### config.mk
export PLATFORM = sky130hd
export DESIGN_NAME = grid_cell_occupancy_classifier
export DESIGN_NICKNAME = d
export VERILOG_FILES = /design/src/rtl/gcoc_pkg.sv /design/src/rtl/gcoc_cfg.sv /design/src/rtl/gcoc_front.sv /design/src/rtl/gcoc_queue.sv /design/src/rtl/gcoc_back.sv /design/src/rtl/grid_cell_occupancy_classifier.sv
export SDC_FILE = /design/constraint.sdc
export NUM_CORES = 1
export LEC_CHECK = 0
export ABC_CLOCK_PERIOD_IN_PS = 8500
export BUFFER_PORTS_ARGS = -buffer_cell sky130_fd_sc_hd__buf_2
export CORE_MARGIN = 5
export CORE_UTILIZATION = 30
export CTS_CLUSTER_SIZE = 25
export DETAILED_ROUTE_END_ITERATION = 10
export PLACE_DENSITY = 0.41
export SLEW_MARGIN = 30
export SYNTH_ARGS = -nofsm -noshare
export SYNTH_HDL_FRONTEND = slang
export SYNTH_SLANG_ARGS = --single-unit
### constraint.sdc
create_clock -name clk -period 8.5 [get_ports clk]
set_input_delay 0.85 -clock clk [delete_from_list [all_inputs] [get_ports clk]]
set_output_delay 0.85 -clock clk [all_outputs]
set_load 0.01 [all_outputs]
### src/rtl/gcoc_pkg.sv
// ---------------------------------------------------------------------------
// gcoc_pkg
// Shared types, widths, register indexes and label codes of the grid cell
// occupancy classifier.
// ---------------------------------------------------------------------------
package gcoc_pkg;

    localparam int DEF_GRID_CELLS    = 7;
    localparam int DEF_MAX_IMAGE_DIM = 4096;
    localparam int QUEUE_DEPTH       = 4;

    localparam int PIXEL_BITS     = 8;
    localparam int IMG_BITS       = 13;
    localparam int CELL_BITS      = 10;
    localparam int THR_BITS       = 7;
    localparam int SEL_BITS       = 3;
    localparam int CFG_DATA_BITS  = 13;
    localparam int CFG_INDEX_BITS = 3;
    localparam int COUNT_BITS     = 19;
    localparam int PART_BITS      = THR_BITS + CELL_BITS;
    localparam int NEED_BITS      = PART_BITS + CELL_BITS;
    localparam int PROD_BITS      = COUNT_BITS + THR_BITS;

    localparam logic [COUNT_BITS-1:0] COUNT_MAX = '1;
    localparam logic [PIXEL_BITS-1:0] WHITE     = 8'hFF;
    localparam int                    PCT_SCALE = 100;

    localparam logic [IMG_BITS-1:0]  RST_IMAGE_WIDTH = 13'd1024;
    localparam logic [CELL_BITS-1:0] RST_CELL_WIDTH  = 10'd146;
    localparam logic [CELL_BITS-1:0] RST_CELL_HEIGHT = 10'd114;
    localparam logic [THR_BITS-1:0]  RST_THRESHOLD   = 7'd5;
    localparam logic [SEL_BITS-1:0]  RST_START_ROW   = 3'd6;
    localparam logic [SEL_BITS-1:0]  RST_START_COL   = 3'd3;
    localparam logic [SEL_BITS-1:0]  RST_GOAL_ROW    = 3'd1;
    localparam logic [SEL_BITS-1:0]  RST_GOAL_COL    = 3'd2;

    typedef enum logic [CFG_INDEX_BITS-1:0] {
        REG_IMAGE_WIDTH = 3'd0,
        REG_CELL_WIDTH  = 3'd1,
        REG_CELL_HEIGHT = 3'd2,
        REG_THRESHOLD   = 3'd3,
        REG_START_ROW   = 3'd4,
        REG_START_COL   = 3'd5,
        REG_GOAL_ROW    = 3'd6,
        REG_GOAL_COL    = 3'd7
    } cfg_index_t;

    typedef enum logic [1:0] {
        LABEL_START    = 2'd0,
        LABEL_OBSTACLE = 2'd1,
        LABEL_GOAL     = 2'd2,
        LABEL_EMPTY    = 2'd3
    } label_t;

    // Cell sizes are already forced to at least one.
    typedef struct packed {
        logic [IMG_BITS-1:0]  image_width;
        logic [CELL_BITS-1:0] cell_w;
        logic [CELL_BITS-1:0] cell_h;
        logic [SEL_BITS-1:0]  start_row;
        logic [SEL_BITS-1:0]  start_col;
        logic [SEL_BITS-1:0]  goal_row;
        logic [SEL_BITS-1:0]  goal_col;
        logic [NEED_BITS-1:0] need;
    } cfg_t;

endpackage

### src/rtl/gcoc_cfg.sv
// ---------------------------------------------------------------------------
// gcoc_cfg
// Configuration registers and the precomputed obstacle threshold product.
// ---------------------------------------------------------------------------
module gcoc_cfg (
    input  logic                                clk,
    input  logic                                rst_n,
    input  logic                                cfg_write,
    input  logic [gcoc_pkg::CFG_INDEX_BITS-1:0] cfg_index,
    input  logic [gcoc_pkg::CFG_DATA_BITS-1:0]  cfg_data,
    output gcoc_pkg::cfg_t                      cfg
);
    import gcoc_pkg::*;

    logic [IMG_BITS-1:0]  image_width_reg;
    logic [CELL_BITS-1:0] cell_width_reg;
    logic [CELL_BITS-1:0] cell_height_reg;
    logic [THR_BITS-1:0]  threshold_reg;
    logic [SEL_BITS-1:0]  start_row_reg;
    logic [SEL_BITS-1:0]  start_col_reg;
    logic [SEL_BITS-1:0]  goal_row_reg;
    logic [SEL_BITS-1:0]  goal_col_reg;
    logic [PART_BITS-1:0] part_reg;
    logic [PART_BITS-1:0] part_next;
    logic [NEED_BITS-1:0] need_reg;
    logic [NEED_BITS-1:0] need_next;
    logic [CELL_BITS-1:0] cw_eff;
    logic [CELL_BITS-1:0] ch_eff;

    always_ff @(posedge clk or negedge rst_n)
    begin
        if (!rst_n)
        begin
            image_width_reg <= RST_IMAGE_WIDTH;
            cell_width_reg  <= RST_CELL_WIDTH;
            cell_height_reg <= RST_CELL_HEIGHT;
            threshold_reg   <= RST_THRESHOLD;
            start_row_reg   <= RST_START_ROW;
            start_col_reg   <= RST_START_COL;
            goal_row_reg    <= RST_GOAL_ROW;
            goal_col_reg    <= RST_GOAL_COL;
        end
        else if (cfg_write)
        begin
            case (cfg_index_t'(cfg_index))
                REG_IMAGE_WIDTH: image_width_reg <= cfg_data[IMG_BITS-1:0];
                REG_CELL_WIDTH:  cell_width_reg  <= cfg_data[CELL_BITS-1:0];
                REG_CELL_HEIGHT: cell_height_reg <= cfg_data[CELL_BITS-1:0];
                REG_THRESHOLD:   threshold_reg   <= cfg_data[THR_BITS-1:0];
                REG_START_ROW:   start_row_reg   <= cfg_data[SEL_BITS-1:0];
                REG_START_COL:   start_col_reg   <= cfg_data[SEL_BITS-1:0];
                REG_GOAL_ROW:    goal_row_reg    <= cfg_data[SEL_BITS-1:0];
                REG_GOAL_COL:    goal_col_reg    <= cfg_data[SEL_BITS-1:0];
                default:         ;
            endcase
        end
    end

    assign cw_eff = (cell_width_reg == '0)  ? CELL_BITS'(1) : cell_width_reg;
    assign ch_eff = (cell_height_reg == '0) ? CELL_BITS'(1) : cell_height_reg;

    // The threshold product is registered through part_reg and then need_reg after
    // a configuration write.
    assign part_next = PART_BITS'(threshold_reg) * PART_BITS'(cw_eff);
    assign need_next = NEED_BITS'(part_reg) * NEED_BITS'(ch_eff);

    always_ff @(posedge clk or negedge rst_n)
    begin
        if (!rst_n)
        begin
            part_reg <= '0;
            need_reg <= '0;
        end
        else
        begin
            part_reg <= part_next;
            need_reg <= need_next;
        end
    end

    assign cfg.image_width = image_width_reg;
    assign cfg.cell_w      = cw_eff;
    assign cfg.cell_h      = ch_eff;
    assign cfg.start_row   = start_row_reg;
    assign cfg.start_col   = start_col_reg;
    assign cfg.goal_row    = goal_row_reg;
    assign cfg.goal_col    = goal_col_reg;
    assign cfg.need        = need_reg;

endmodule

### src/rtl/gcoc_front.sv
// ---------------------------------------------------------------------------
// gcoc_front
// Raster position tracking and per-column dark pixel counting; emits one
// queue entry when the last pixel of a cell is accepted.
// ---------------------------------------------------------------------------
module gcoc_front #(
    parameter int GRID_CELLS    = gcoc_pkg::DEF_GRID_CELLS,
    parameter int MAX_IMAGE_DIM = gcoc_pkg::DEF_MAX_IMAGE_DIM,
    parameter int IDX_W         = $clog2(GRID_CELLS)
) (
    input  logic                            clk,
    input  logic                            rst_n,
    input  gcoc_pkg::cfg_t                  cfg,
    input  logic                            accept,
    input  logic [gcoc_pkg::PIXEL_BITS-1:0] pixel,
    input  logic                            frame_start,
    output logic                            push,
    output logic [IDX_W-1:0]                push_row,
    output logic [IDX_W-1:0]                push_col,
    output logic [gcoc_pkg::COUNT_BITS-1:0] push_count,
    output logic                            push_last
);
    import gcoc_pkg::*;

    localparam int POS_W = $clog2(GRID_CELLS + 1);
    localparam int COL_W = $clog2(MAX_IMAGE_DIM);
    localparam int IW_W  = $clog2(MAX_IMAGE_DIM + 1);
    localparam logic [POS_W-1:0] GRID_END = POS_W'(GRID_CELLS);
    localparam logic [POS_W-1:0] GRID_TOP = POS_W'(GRID_CELLS - 1);

    logic                  frame_active_reg;
    logic [COL_W-1:0]      col_pos_reg;
    logic [CELL_BITS-1:0]  off_col_reg;
    logic [POS_W-1:0]      grid_col_reg;
    logic [CELL_BITS-1:0]  off_row_reg;
    logic [POS_W-1:0]      grid_row_reg;
    logic [COUNT_BITS-1:0] counts_reg [GRID_CELLS];

    logic                  active;
    logic [COL_W-1:0]      col_pos_b;
    logic [CELL_BITS-1:0]  off_col_b;
    logic [POS_W-1:0]      grid_col_b;
    logic [CELL_BITS-1:0]  off_row_b;
    logic [POS_W-1:0]      grid_row_b;
    logic                  run;
    logic                  in_col;
    logic [IDX_W-1:0]      col_idx;
    logic [COUNT_BITS-1:0] count_b;
    logic [COUNT_BITS-1:0] count_new;
    logic                  done;
    logic [IW_W-1:0]       iw;
    logic                  row_end;
    logic                  band_end;
    logic                  cell_col_end;

    // A frame start restarts the frame before its own pixel is counted.
    assign active     = frame_start || frame_active_reg;
    assign col_pos_b  = frame_start ? '0 : col_pos_reg;
    assign off_col_b  = frame_start ? '0 : off_col_reg;
    assign grid_col_b = frame_start ? '0 : grid_col_reg;
    assign off_row_b  = frame_start ? '0 : off_row_reg;
    assign grid_row_b = frame_start ? '0 : grid_row_reg;
    assign run        = active && (grid_row_b < GRID_END);
    assign in_col     = grid_col_b < GRID_END;
    assign col_idx    = in_col ? grid_col_b[IDX_W-1:0] : '0;
    assign count_b    = frame_start ? '0 : counts_reg[col_idx];
    assign count_new  = count_b +
                        COUNT_BITS'((pixel != WHITE) && (count_b != COUNT_MAX));

    assign done = run && in_col
               && (off_col_b == cfg.cell_w - CELL_BITS'(1))
               && (off_row_b == cfg.cell_h - CELL_BITS'(1));

    always_comb
    begin
        if (32'(cfg.image_width) > 32'(MAX_IMAGE_DIM))
            iw = IW_W'(MAX_IMAGE_DIM);
        else
            iw = IW_W'(cfg.image_width);
    end

    assign row_end      = (IW_W'(col_pos_b) + IW_W'(1)) >= iw;
    assign band_end     = ({1'b0, off_row_b} + 1'b1) >= {1'b0, cfg.cell_h};
    assign cell_col_end = ({1'b0, off_col_b} + 1'b1) >= {1'b0, cfg.cell_w};

    always_ff @(posedge clk or negedge rst_n)
    begin
        if (!rst_n)
        begin
            frame_active_reg <= 1'b0;
            col_pos_reg      <= '0;
            off_col_reg      <= '0;
            grid_col_reg     <= '0;
            off_row_reg      <= '0;
            grid_row_reg     <= '0;
        end
        else if (accept && run)
        begin
            frame_active_reg <= 1'b1;
            if (row_end)
            begin
                col_pos_reg  <= '0;
                off_col_reg  <= '0;
                grid_col_reg <= '0;
                if (band_end)
                begin
                    off_row_reg  <= '0;
                    grid_row_reg <= grid_row_b + POS_W'(1);
                end
                else
                begin
                    off_row_reg  <= off_row_b + CELL_BITS'(1);
                    grid_row_reg <= grid_row_b;
                end
            end
            else
            begin
                col_pos_reg  <= col_pos_b + COL_W'(1);
                off_row_reg  <= off_row_b;
                grid_row_reg <= grid_row_b;
                if (in_col && cell_col_end)
                begin
                    off_col_reg  <= '0;
                    grid_col_reg <= grid_col_b + POS_W'(1);
                end
                else if (in_col)
                begin
                    off_col_reg  <= off_col_b + CELL_BITS'(1);
                    grid_col_reg <= grid_col_b;
                end
                else
                begin
                    off_col_reg  <= off_col_b;
                    grid_col_reg <= grid_col_b;
                end
            end
        end
    end

    always_ff @(posedge clk or negedge rst_n)
    begin
        if (!rst_n)
        begin
            for (int i = 0; i < GRID_CELLS; i++)
                counts_reg[i] <= '0;
        end
        else if (accept && run)
        begin
            for (int i = 0; i < GRID_CELLS; i++)
            begin
                if (in_col && (IDX_W'(i) == col_idx))
                    counts_reg[i] <= done ? '0 : count_new;
                else if (frame_start)
                    counts_reg[i] <= '0;
            end
        end
    end

    assign push       = accept && done;
    assign push_row   = grid_row_b[IDX_W-1:0];
    assign push_col   = col_idx;
    assign push_count = count_new;
    assign push_last  = (grid_row_b == GRID_TOP) && (grid_col_b == GRID_TOP);

endmodule

### src/rtl/gcoc_queue.sv
// ---------------------------------------------------------------------------
// gcoc_queue
// Short register queue that decouples the counting front from the
// classifying back end.
// ---------------------------------------------------------------------------
module gcoc_queue #(
    parameter int WIDTH = 8,
    parameter int DEPTH = gcoc_pkg::QUEUE_DEPTH
) (
    input  logic             clk,
    input  logic             rst_n,
    input  logic             push,
    input  logic [WIDTH-1:0] push_data,
    input  logic             pop,
    output logic [WIDTH-1:0] head_data,
    output logic             empty,
    output logic             full
);
    import gcoc_pkg::*;

    localparam int PTR_W = $clog2(DEPTH);
    localparam int CNT_W = $clog2(DEPTH + 1);
    localparam logic [PTR_W-1:0] LAST_SLOT = PTR_W'(DEPTH - 1);

    logic [WIDTH-1:0] slots_reg [DEPTH];
    logic [PTR_W-1:0] wr_ptr_reg;
    logic [PTR_W-1:0] rd_ptr_reg;
    logic [CNT_W-1:0] count_reg;
    logic [CNT_W-1:0] count_next;

    assign empty     = count_reg == '0;
    assign full      = count_reg == CNT_W'(DEPTH);
    assign head_data = slots_reg[rd_ptr_reg];

    always_comb
    begin
        count_next = count_reg;
        if (push && !pop)
            count_next = count_reg + CNT_W'(1);
        else if (pop && !push)
            count_next = count_reg - CNT_W'(1);
    end

    always_ff @(posedge clk)
    begin
        if (push)
            slots_reg[wr_ptr_reg] <= push_data;
    end

    always_ff @(posedge clk or negedge rst_n)
    begin
        if (!rst_n)
        begin
            wr_ptr_reg <= '0;
            rd_ptr_reg <= '0;
            count_reg  <= '0;
        end
        else
        begin
            count_reg <= count_next;
            if (push)
                wr_ptr_reg <= (wr_ptr_reg == LAST_SLOT) ? '0 : wr_ptr_reg + PTR_W'(1);
            if (pop)
                rd_ptr_reg <= (rd_ptr_reg == LAST_SLOT) ? '0 : rd_ptr_reg + PTR_W'(1);
        end
    end

    a_no_push_full: assert property (@(posedge clk) disable iff (!rst_n)
        push |-> (!full || pop))
        else $error("queue written while full");

    a_no_pop_empty: assert property (@(posedge clk) disable iff (!rst_n)
        pop |-> !empty)
        else $error("queue read while empty");

    a_count_tracks: assert property (@(posedge clk) disable iff (!rst_n)
        (push && !pop) |=> (count_reg == $past(count_reg) + CNT_W'(1)))
        else $error("queue fill count lost a beat");

endmodule

### src/rtl/gcoc_back.sv
// ---------------------------------------------------------------------------
// gcoc_back
// Two stage classifier: scales the dark count, then compares it with the
// threshold product and applies the start and goal overrides.
// ---------------------------------------------------------------------------
module gcoc_back #(
    parameter int IDX_W = $clog2(gcoc_pkg::DEF_GRID_CELLS)
) (
    input  logic                            clk,
    input  logic                            rst_n,
    input  gcoc_pkg::cfg_t                  cfg,
    input  logic                            head_valid,
    input  logic [IDX_W-1:0]                head_row,
    input  logic [IDX_W-1:0]                head_col,
    input  logic [gcoc_pkg::COUNT_BITS-1:0] head_count,
    input  logic                            head_last,
    output logic                            pop,
    output logic                            result_valid,
    input  logic                            result_stall,
    output logic [IDX_W-1:0]                cell_row,
    output logic [IDX_W-1:0]                cell_col,
    output logic [1:0]                      cell_label,
    output logic [gcoc_pkg::COUNT_BITS-1:0] dark_count,
    output logic                            last_cell
);
    import gcoc_pkg::*;

    logic                  a_valid_reg;
    logic [IDX_W-1:0]      a_row_reg;
    logic [IDX_W-1:0]      a_col_reg;
    logic [COUNT_BITS-1:0] a_count_reg;
    logic                  a_last_reg;
    logic [PROD_BITS-1:0]  a_prod_reg;
    logic [PROD_BITS-1:0]  a_prod_next;

    logic                  b_valid_reg;
    logic [IDX_W-1:0]      b_row_reg;
    logic [IDX_W-1:0]      b_col_reg;
    logic [COUNT_BITS-1:0] b_count_reg;
    logic                  b_last_reg;
    label_t                b_label_reg;
    label_t                b_label_next;

    logic                  b_ready;
    logic                  a_ready;

    assign b_ready = !b_valid_reg || !result_stall;
    assign a_ready = !a_valid_reg || b_ready;
    assign pop     = head_valid && a_ready;

    assign a_prod_next = PROD_BITS'(head_count) * PROD_BITS'(PCT_SCALE);

    always_comb
    begin
        b_label_next = ({1'b0, a_prod_reg} >= cfg.need) ? LABEL_OBSTACLE : LABEL_EMPTY;
        if ((32'(a_row_reg) == 32'(cfg.start_row)) && (32'(a_col_reg) == 32'(cfg.start_col)))
            b_label_next = LABEL_START;
        if ((32'(a_row_reg) == 32'(cfg.goal_row)) && (32'(a_col_reg) == 32'(cfg.goal_col)))
            b_label_next = LABEL_GOAL;
    end

    always_ff @(posedge clk or negedge rst_n)
    begin
        if (!rst_n)
        begin
            a_valid_reg <= 1'b0;
            b_valid_reg <= 1'b0;
        end
        else
        begin
            if (a_ready)
                a_valid_reg <= head_valid;
            if (b_ready)
                b_valid_reg <= a_valid_reg;
        end
    end

    always_ff @(posedge clk)
    begin
        if (pop)
        begin
            a_row_reg   <= head_row;
            a_col_reg   <= head_col;
            a_count_reg <= head_count;
            a_last_reg  <= head_last;
            a_prod_reg  <= a_prod_next;
        end
        if (b_ready && a_valid_reg)
        begin
            b_row_reg   <= a_row_reg;
            b_col_reg   <= a_col_reg;
            b_count_reg <= a_count_reg;
            b_last_reg  <= a_last_reg;
            b_label_reg <= b_label_next;
        end
    end

    assign result_valid = b_valid_reg;
    assign cell_row     = b_row_reg;
    assign cell_col     = b_col_reg;
    assign cell_label   = b_label_reg;
    assign dark_count   = b_count_reg;
    assign last_cell    = b_last_reg;

    a_goal_wins: assert property (@(posedge clk) disable iff (!rst_n)
        (result_valid && (32'(cell_row) == 32'(cfg.goal_row))
         && (32'(cell_col) == 32'(cfg.goal_col))) |-> (cell_label == LABEL_GOAL))
        else $error("goal cell not labeled goal");

    a_a_advances: assert property (@(posedge clk) disable iff (!rst_n)
        (a_valid_reg && b_ready) |=> b_valid_reg)
        else $error("scaled entry dropped before classification");

endmodule

### src/rtl/grid_cell_occupancy_classifier.sv
// ---------------------------------------------------------------------------
// grid_cell_occupancy_classifier
// Counts non-white pixels per cell of a square grid laid over a raster
// stream and reports one classified cell when its last pixel arrives.
// ---------------------------------------------------------------------------
// Throughput: one pixel beat per cycle while pixel_stall is low.
// Result path: the entry of a cell's last pixel is registered in the queue, then
//   in the count scaling multiplier stage, then in the compare and output register.
// Pixel input stalls only while the four-entry queue is full under output stall.
// Reset: configuration takes its default values, the frame is inactive, all
//   counts are zero and the pipeline is empty; no clearing pass is needed.
module grid_cell_occupancy_classifier #(
    parameter int GRID_CELLS    = gcoc_pkg::DEF_GRID_CELLS,
    parameter int MAX_IMAGE_DIM = gcoc_pkg::DEF_MAX_IMAGE_DIM,
    parameter int IDX_W         = $clog2(GRID_CELLS)
) (
    input  logic                                clk,
    input  logic                                rst_n,
    input  logic                                cfg_write,
    input  logic [gcoc_pkg::CFG_INDEX_BITS-1:0] cfg_index,
    input  logic [gcoc_pkg::CFG_DATA_BITS-1:0]  cfg_data,
    input  logic                                pixel_valid,
    output logic                                pixel_stall,
    input  logic [gcoc_pkg::PIXEL_BITS-1:0]     pixel,
    input  logic                                frame_start,
    output logic                                result_valid,
    input  logic                                result_stall,
    output logic [IDX_W-1:0]                    cell_row,
    output logic [IDX_W-1:0]                    cell_col,
    output logic [1:0]                          cell_label,
    output logic [gcoc_pkg::COUNT_BITS-1:0]     dark_count,
    output logic                                last_cell
);
    import gcoc_pkg::*;

    localparam int ENTRY_W = 2 * IDX_W + COUNT_BITS + 1;

    cfg_t                  cfg;
    logic                  accept;
    logic                  push;
    logic [IDX_W-1:0]      push_row;
    logic [IDX_W-1:0]      push_col;
    logic [COUNT_BITS-1:0] push_count;
    logic                  push_last;
    logic                  pop;
    logic                  q_empty;
    logic                  q_full;
    logic [ENTRY_W-1:0]    head_data;
    logic [IDX_W-1:0]      head_row;
    logic [IDX_W-1:0]      head_col;
    logic [COUNT_BITS-1:0] head_count;
    logic                  head_last;

    assign pixel_stall = q_full;
    assign accept      = pixel_valid && !pixel_stall;

    gcoc_cfg u_cfg (
        .clk       (clk),
        .rst_n     (rst_n),
        .cfg_write (cfg_write),
        .cfg_index (cfg_index),
        .cfg_data  (cfg_data),
        .cfg       (cfg)
    );

    gcoc_front #(
        .GRID_CELLS    (GRID_CELLS),
        .MAX_IMAGE_DIM (MAX_IMAGE_DIM),
        .IDX_W         (IDX_W)
    ) u_front (
        .clk         (clk),
        .rst_n       (rst_n),
        .cfg         (cfg),
        .accept      (accept),
        .pixel       (pixel),
        .frame_start (frame_start),
        .push        (push),
        .push_row    (push_row),
        .push_col    (push_col),
        .push_count  (push_count),
        .push_last   (push_last)
    );

    gcoc_queue #(
        .WIDTH (ENTRY_W),
        .DEPTH (QUEUE_DEPTH)
    ) u_queue (
        .clk       (clk),
        .rst_n     (rst_n),
        .push      (push),
        .push_data ({push_row, push_col, push_count, push_last}),
        .pop       (pop),
        .head_data (head_data),
        .empty     (q_empty),
        .full      (q_full)
    );

    assign {head_row, head_col, head_count, head_last} = head_data;

    gcoc_back #(
        .IDX_W (IDX_W)
    ) u_back (
        .clk          (clk),
        .rst_n        (rst_n),
        .cfg          (cfg),
        .head_valid   (!q_empty),
        .head_row     (head_row),
        .head_col     (head_col),
        .head_count   (head_count),
        .head_last    (head_last),
        .pop          (pop),
        .result_valid (result_valid),
        .result_stall (result_stall),
        .cell_row     (cell_row),
        .cell_col     (cell_col),
        .cell_label   (cell_label),
        .dark_count   (dark_count),
        .last_cell    (last_cell)
    );

endmodule
==> summary.md <==
The required arrival time at the worst endpoint was 9.03 ns. In this run the number of H-tree levels came out at 2. The number of flip-flops and latches in the synthesized netlist was 456. Counting every net in the synthesized netlist gives 3247. By area the synthesized netlist is led by dfrtp_1 21%, edfxtp_1 18%, fa_1 11%. The tools report the nature of the critical path endpoint as a register. Number of antenna violations at the first check in global routing: 4.

Dividing the final minimum period by the clock period gives 75.7%. Die span in x: 328 um. Most used flip-flop cell after synthesis: dfrtp_1. Number of placed instances, taps included: 4131.

Yosys mapped a number of flops with a built-in enable equal to 179. For the number of buffers added by the clock tree synthesis step, the log shows 56. The path class of the tightest hold or removal check is in2async. The first global-routing pass estimated 133 mm of wire. After routing, the total negative slack on setup checks comes to 0 ns. For the worst setup path, the data arrival time is 6.96 ns.

The first routing iteration left 1204 violations. The worst setup path is of the reg2reg kind. For the pin with the worst max-slew slack, the measured transition is 1.01 ns. Counting stages on the worst path, the most repeated cell is fa_1.

In this run the cell area of the synthesized design comes to 0.0304 mm^2. Measured against its own limit, the worst slew margin works out to 32.5%. The net count of the finished layout is 3266. I/O pin total: 60. Global routing consumed, over all layers together, 15.7% of the routing resources.

The area share of the leading cell type in the synthesized netlist is 21.5%, and the area of the placeable core is 0.100 mm^2. After clock tree synthesis, the repair step resized 0 gates. Traced cell by cell, the critical path runs through nand2_1 -> fa_1 -> inv_1 -> fa_1 -> ha_1 -> fa_1 -> inv_1 -> fa_1 -> inv_1 -> ha_1 -> and2_1 -> a221oi_1 -> o21a_1 -> a2bb2oi_1 -> a21oi_1 -> a211oi_1 -> o211ai_1 -> a2111o_1 -> o211ai_1. The final global-route overflow total was 0; the quantity of I/O buffers inserted on ports was 59.

The count of yosys warnings during synthesis is 0, and the number of DRC violations after detailed routing is 0. The largest total area in the synthesized netlist belongs to dfrtp_1. After detailed placement, the total cell area comes to 0.0322 mm^2. Once routing completed, OpenROAD measured the worst setup slack at 2.07 ns. The run gives 0.788 as the routability-driven placement congestion ratio.

After detailed routing, the number of vias per cell comes to 4.96. For the number of hold violations in the final report, the log shows 0. TritonCTS built the clock tree. Synthesized area divided by synthesized cell count: 10.8 um^2. In this run the worst path has a maximum fanout of 22. The floorplan has 116 rows.

The post-route netlist has 11.0% of its cells at a drive strength greater than 1. Latest clock arrival within the worst-skew pair: 0.63 ns. After clock tree synthesis, the clock-pin slew on the worst setup and hold paths is 0.06 ns. The die area was 0.108 mm^2. Average wire per cell in the routed design: 20.0 um.

The critical path contains buffers and inverters numbering 3 combined. Setup repair after global routing left no endpoint under its margin. Before CTS, the worst setup slack after placement is 2.08 ns.

For this configuration, the core starts out at a cell density of 30.3%. The flow ran to the end, and the final reports show no timing, DRC or antenna violations. For the final database, setup skew stands at 0.0240 ns. The cell count after synthesis is 2813, and the post-synthesis async set-or-reset flop share is 60.7%. Once detail routing completed, the nets flagged for antenna violations numbered 0. The register with the most flip-flops in the layout has 133 of them.

For the number of filler instances in the final layout, the log shows 10000. The area of all placed cells without fillers came out at 0.0341 mm^2. The count of final max-slew check failures is 0, and the total vias in the final route is 21000. Cell chosen for the clock root: clkbuf_16. Number of post-CTS setup repair buffers: 0. The pin count of the biggest net entering global routing is 113.

The die is 328 um tall. For the deepest clock path buffer count, the log shows 3. Derived from the worst setup path, the maximum achievable clock frequency is 155 MHz.

For this run, the number of standard cells in the final layout without fillers is 4241. The netlist uses 91 different library cells. For this design, the slowest cell found on the critical path is dfrtp_1. After synthesis, flip-flops and latches occupy 40.5% of the total area. The tools report the startpoint type of the worst setup path as a register. Grouping stages by cell kind, the critical path spends the most delay in adder cells. For the post-detailed-placement half-perimeter wirelength, the log shows 60.8 mm. The logs give 0 for the number of buffers inserted by hold repair at cts and 84.7 mm for the routed wire length. The smallest clock period supported by the final layout is computed as 6.43 ns. The first detailed-routing pass ran for 5 iterations. The signed area change from the synthesized netlist to the final layout was 12.2%. The logs give 0 for the number of endpoints failing setup at the final stage and 456 for the clock sink count. For this run, the slowest stage of the critical path takes 0.82 ns. The tool flagged a number of max-cap violations equal to 0.

The run gives 22300 as the via count of the first global-routing pass.
==> worst register-to-register path: cells and delay by family (launching register included) <==
family,cells,cell delay [ns]
simple gates,2,0.37
flops,1,0.82
compound gates,8,2.23
buf+inv,3,0.15
fa+ha+maj,6,2.78
==> logic make-up (layout without fill, tap and decap cells) <==
group / after synthesis / after routing / synth area share (%)
buffers and inverters: 455 / 522 / 5.84
other: 0 / 4 / 0
AND/OR/NAND/NOR: 772 / 772 / 12.7
adder cells (fa/ha/maj): 404 / 404 / 20.9
XOR/XNOR: 120 / 120 / 3.63
AO/OA/AOI/OAI: 505 / 505 / 11.8
multiplexers: 101 / 101 / 4.60
flip-flops: 456 / 456 / 40.5
==> synthesized netlist by cell type (6+ instances only) <==
| cell type | n |
|---|---|
| mux2_2 | 40 |
| mux2i_1 | 34 |
| a211oi_1 | 8 |
| o221ai_1 | 7 |
| clkbuf_1 | 93 |
| dfstp_2 | 16 |
| a21o_1 | 32 |
| and3_1 | 28 |
| o21bai_1 | 11 |
| nor3b_1 | 13 |
| nand3b_1 | 6 |
| a21oi_1 | 77 |
| fa_1 | 172 |
| inv_1 | 322 |
| edfxtp_1 | 179 |
| nand3_1 | 59 |
| ha_1 | 232 |
| a22o_1 | 101 |
| nor2b_1 | 48 |
| dfrtp_1 | 261 |
| o211ai_1 | 18 |
| buf_2 | 14 |
| a22oi_1 | 11 |
| o21ai_0 | 103 |
| o31ai_1 | 9 |
| xnor2_1 | 80 |
| nor4_1 | 10 |
| a221o_1 | 6 |
| mux4_2 | 27 |
| nand2b_1 | 29 |
| nand4_1 | 20 |
| a31oi_1 | 13 |
| o22ai_1 | 18 |
| a32o_1 | 6 |
| nor3_1 | 37 |
| a221oi_1 | 13 |
| buf_1 | 16 |
| nand2_1 | 280 |
| nor2_1 | 94 |
| xor2_1 | 36 |
| a31o_2 | 9 |
| o21a_1 | 11 |
| and2_1 | 119 |
==> cell type report <==
type                            instances  area (um^2)  share of cell area (%)
Clock buffer                           84         1630                    4.77
Clock inverter                         22          221                   0.649
Tap cell                             1357         1700                    4.98
Antenna cell                            4         10.0                  0.0293
Multi-Input combinational cell       1902        16400                    48.2
Inverter                              323         1210                    3.55
Sequential cell                       456        12300                    36.1
Timing Repair Buffer                   93          577                    1.69
==> layout by cell type (no fill, tap or decap), drive strengths merged, types with 13 or more instances in the layout <==
master,synthesis,routed
nand4,20,20
ha,232,232
nor3,37,37
a22o,101,101
dfstp,16,16
a21o,32,32
a21oi,77,77
nand2,280,280
mux4,27,27
nor3b,13,13
inv,322,324
edfxtp,179,179
fa,172,172
o211ai,18,18
buf,38,93
xor2,37,37
and2,119,119
nand3,60,60
o22ai,18,18
dfrtp,261,261
mux2,40,40
nor2b,49,49
a31oi,13,13
clkinv,1,16
mux2i,34,34
xnor2,83,83
clkbuf,94,84
o21ai,104,104
a221oi,14,14
and3,28,28
nor2,97,97
nand2b,29,29
==> final timing paths <==
check,start,endpoint,slack (ns),depth (start not counted)
setup / recovery,u_cfg.cell_height_reg[3]$_DFFE_PN0P_,u_cfg.need_reg[26]$_DFF_PN0_,2.07,19
hold / removal,rst_n,u_front.counts_reg[112]$_DFFE_PN0P_,0.26,1
setup reg to reg,u_cfg.cell_height_reg[3]$_DFFE_PN0P_,u_cfg.need_reg[26]$_DFF_PN0_,2.07,19
hold reg to reg,u_back.a_count_reg[10]$_DFFE_PP_,u_back.dark_count[10]$_DFFE_PP_,0.42,0
max in group asynchronous,rst_n,u_cfg.threshold_reg[1]$_DFFE_PN0P_,7.01,2
min in group clk,u_back.a_count_reg[10]$_DFFE_PP_,u_back.dark_count[10]$_DFFE_PP_,0.42,0
==> per-layer routing <==
metal  part of all wire, %  global-route usage (%)  up-vias  routed length (um)
li1                      -                       -     9797                   -
met1                    47                    21.7    10800               39500
met2                    47                    26.2      380               39900
met3                   4.1                    2.21      104                3450
met4                   2.2                    3.76        0                1830
met5                     0                       0        -                   0
==> per-stage QoR <==
step           utilization [%]  hold slack [ns]
5_1_grt                   34.0            0.308
2_1_floorplan                -            0.400
3_5_place_dp              32.1            0.405
4_1_cts                   33.9            0.278
6_report                  34.0            0.263
3_3_place_gp              32.1            0.404
Power is left out: the tool's default activity adds up to more than one toggle a clock period on the data nets, which glitch-free logic cannot reach.
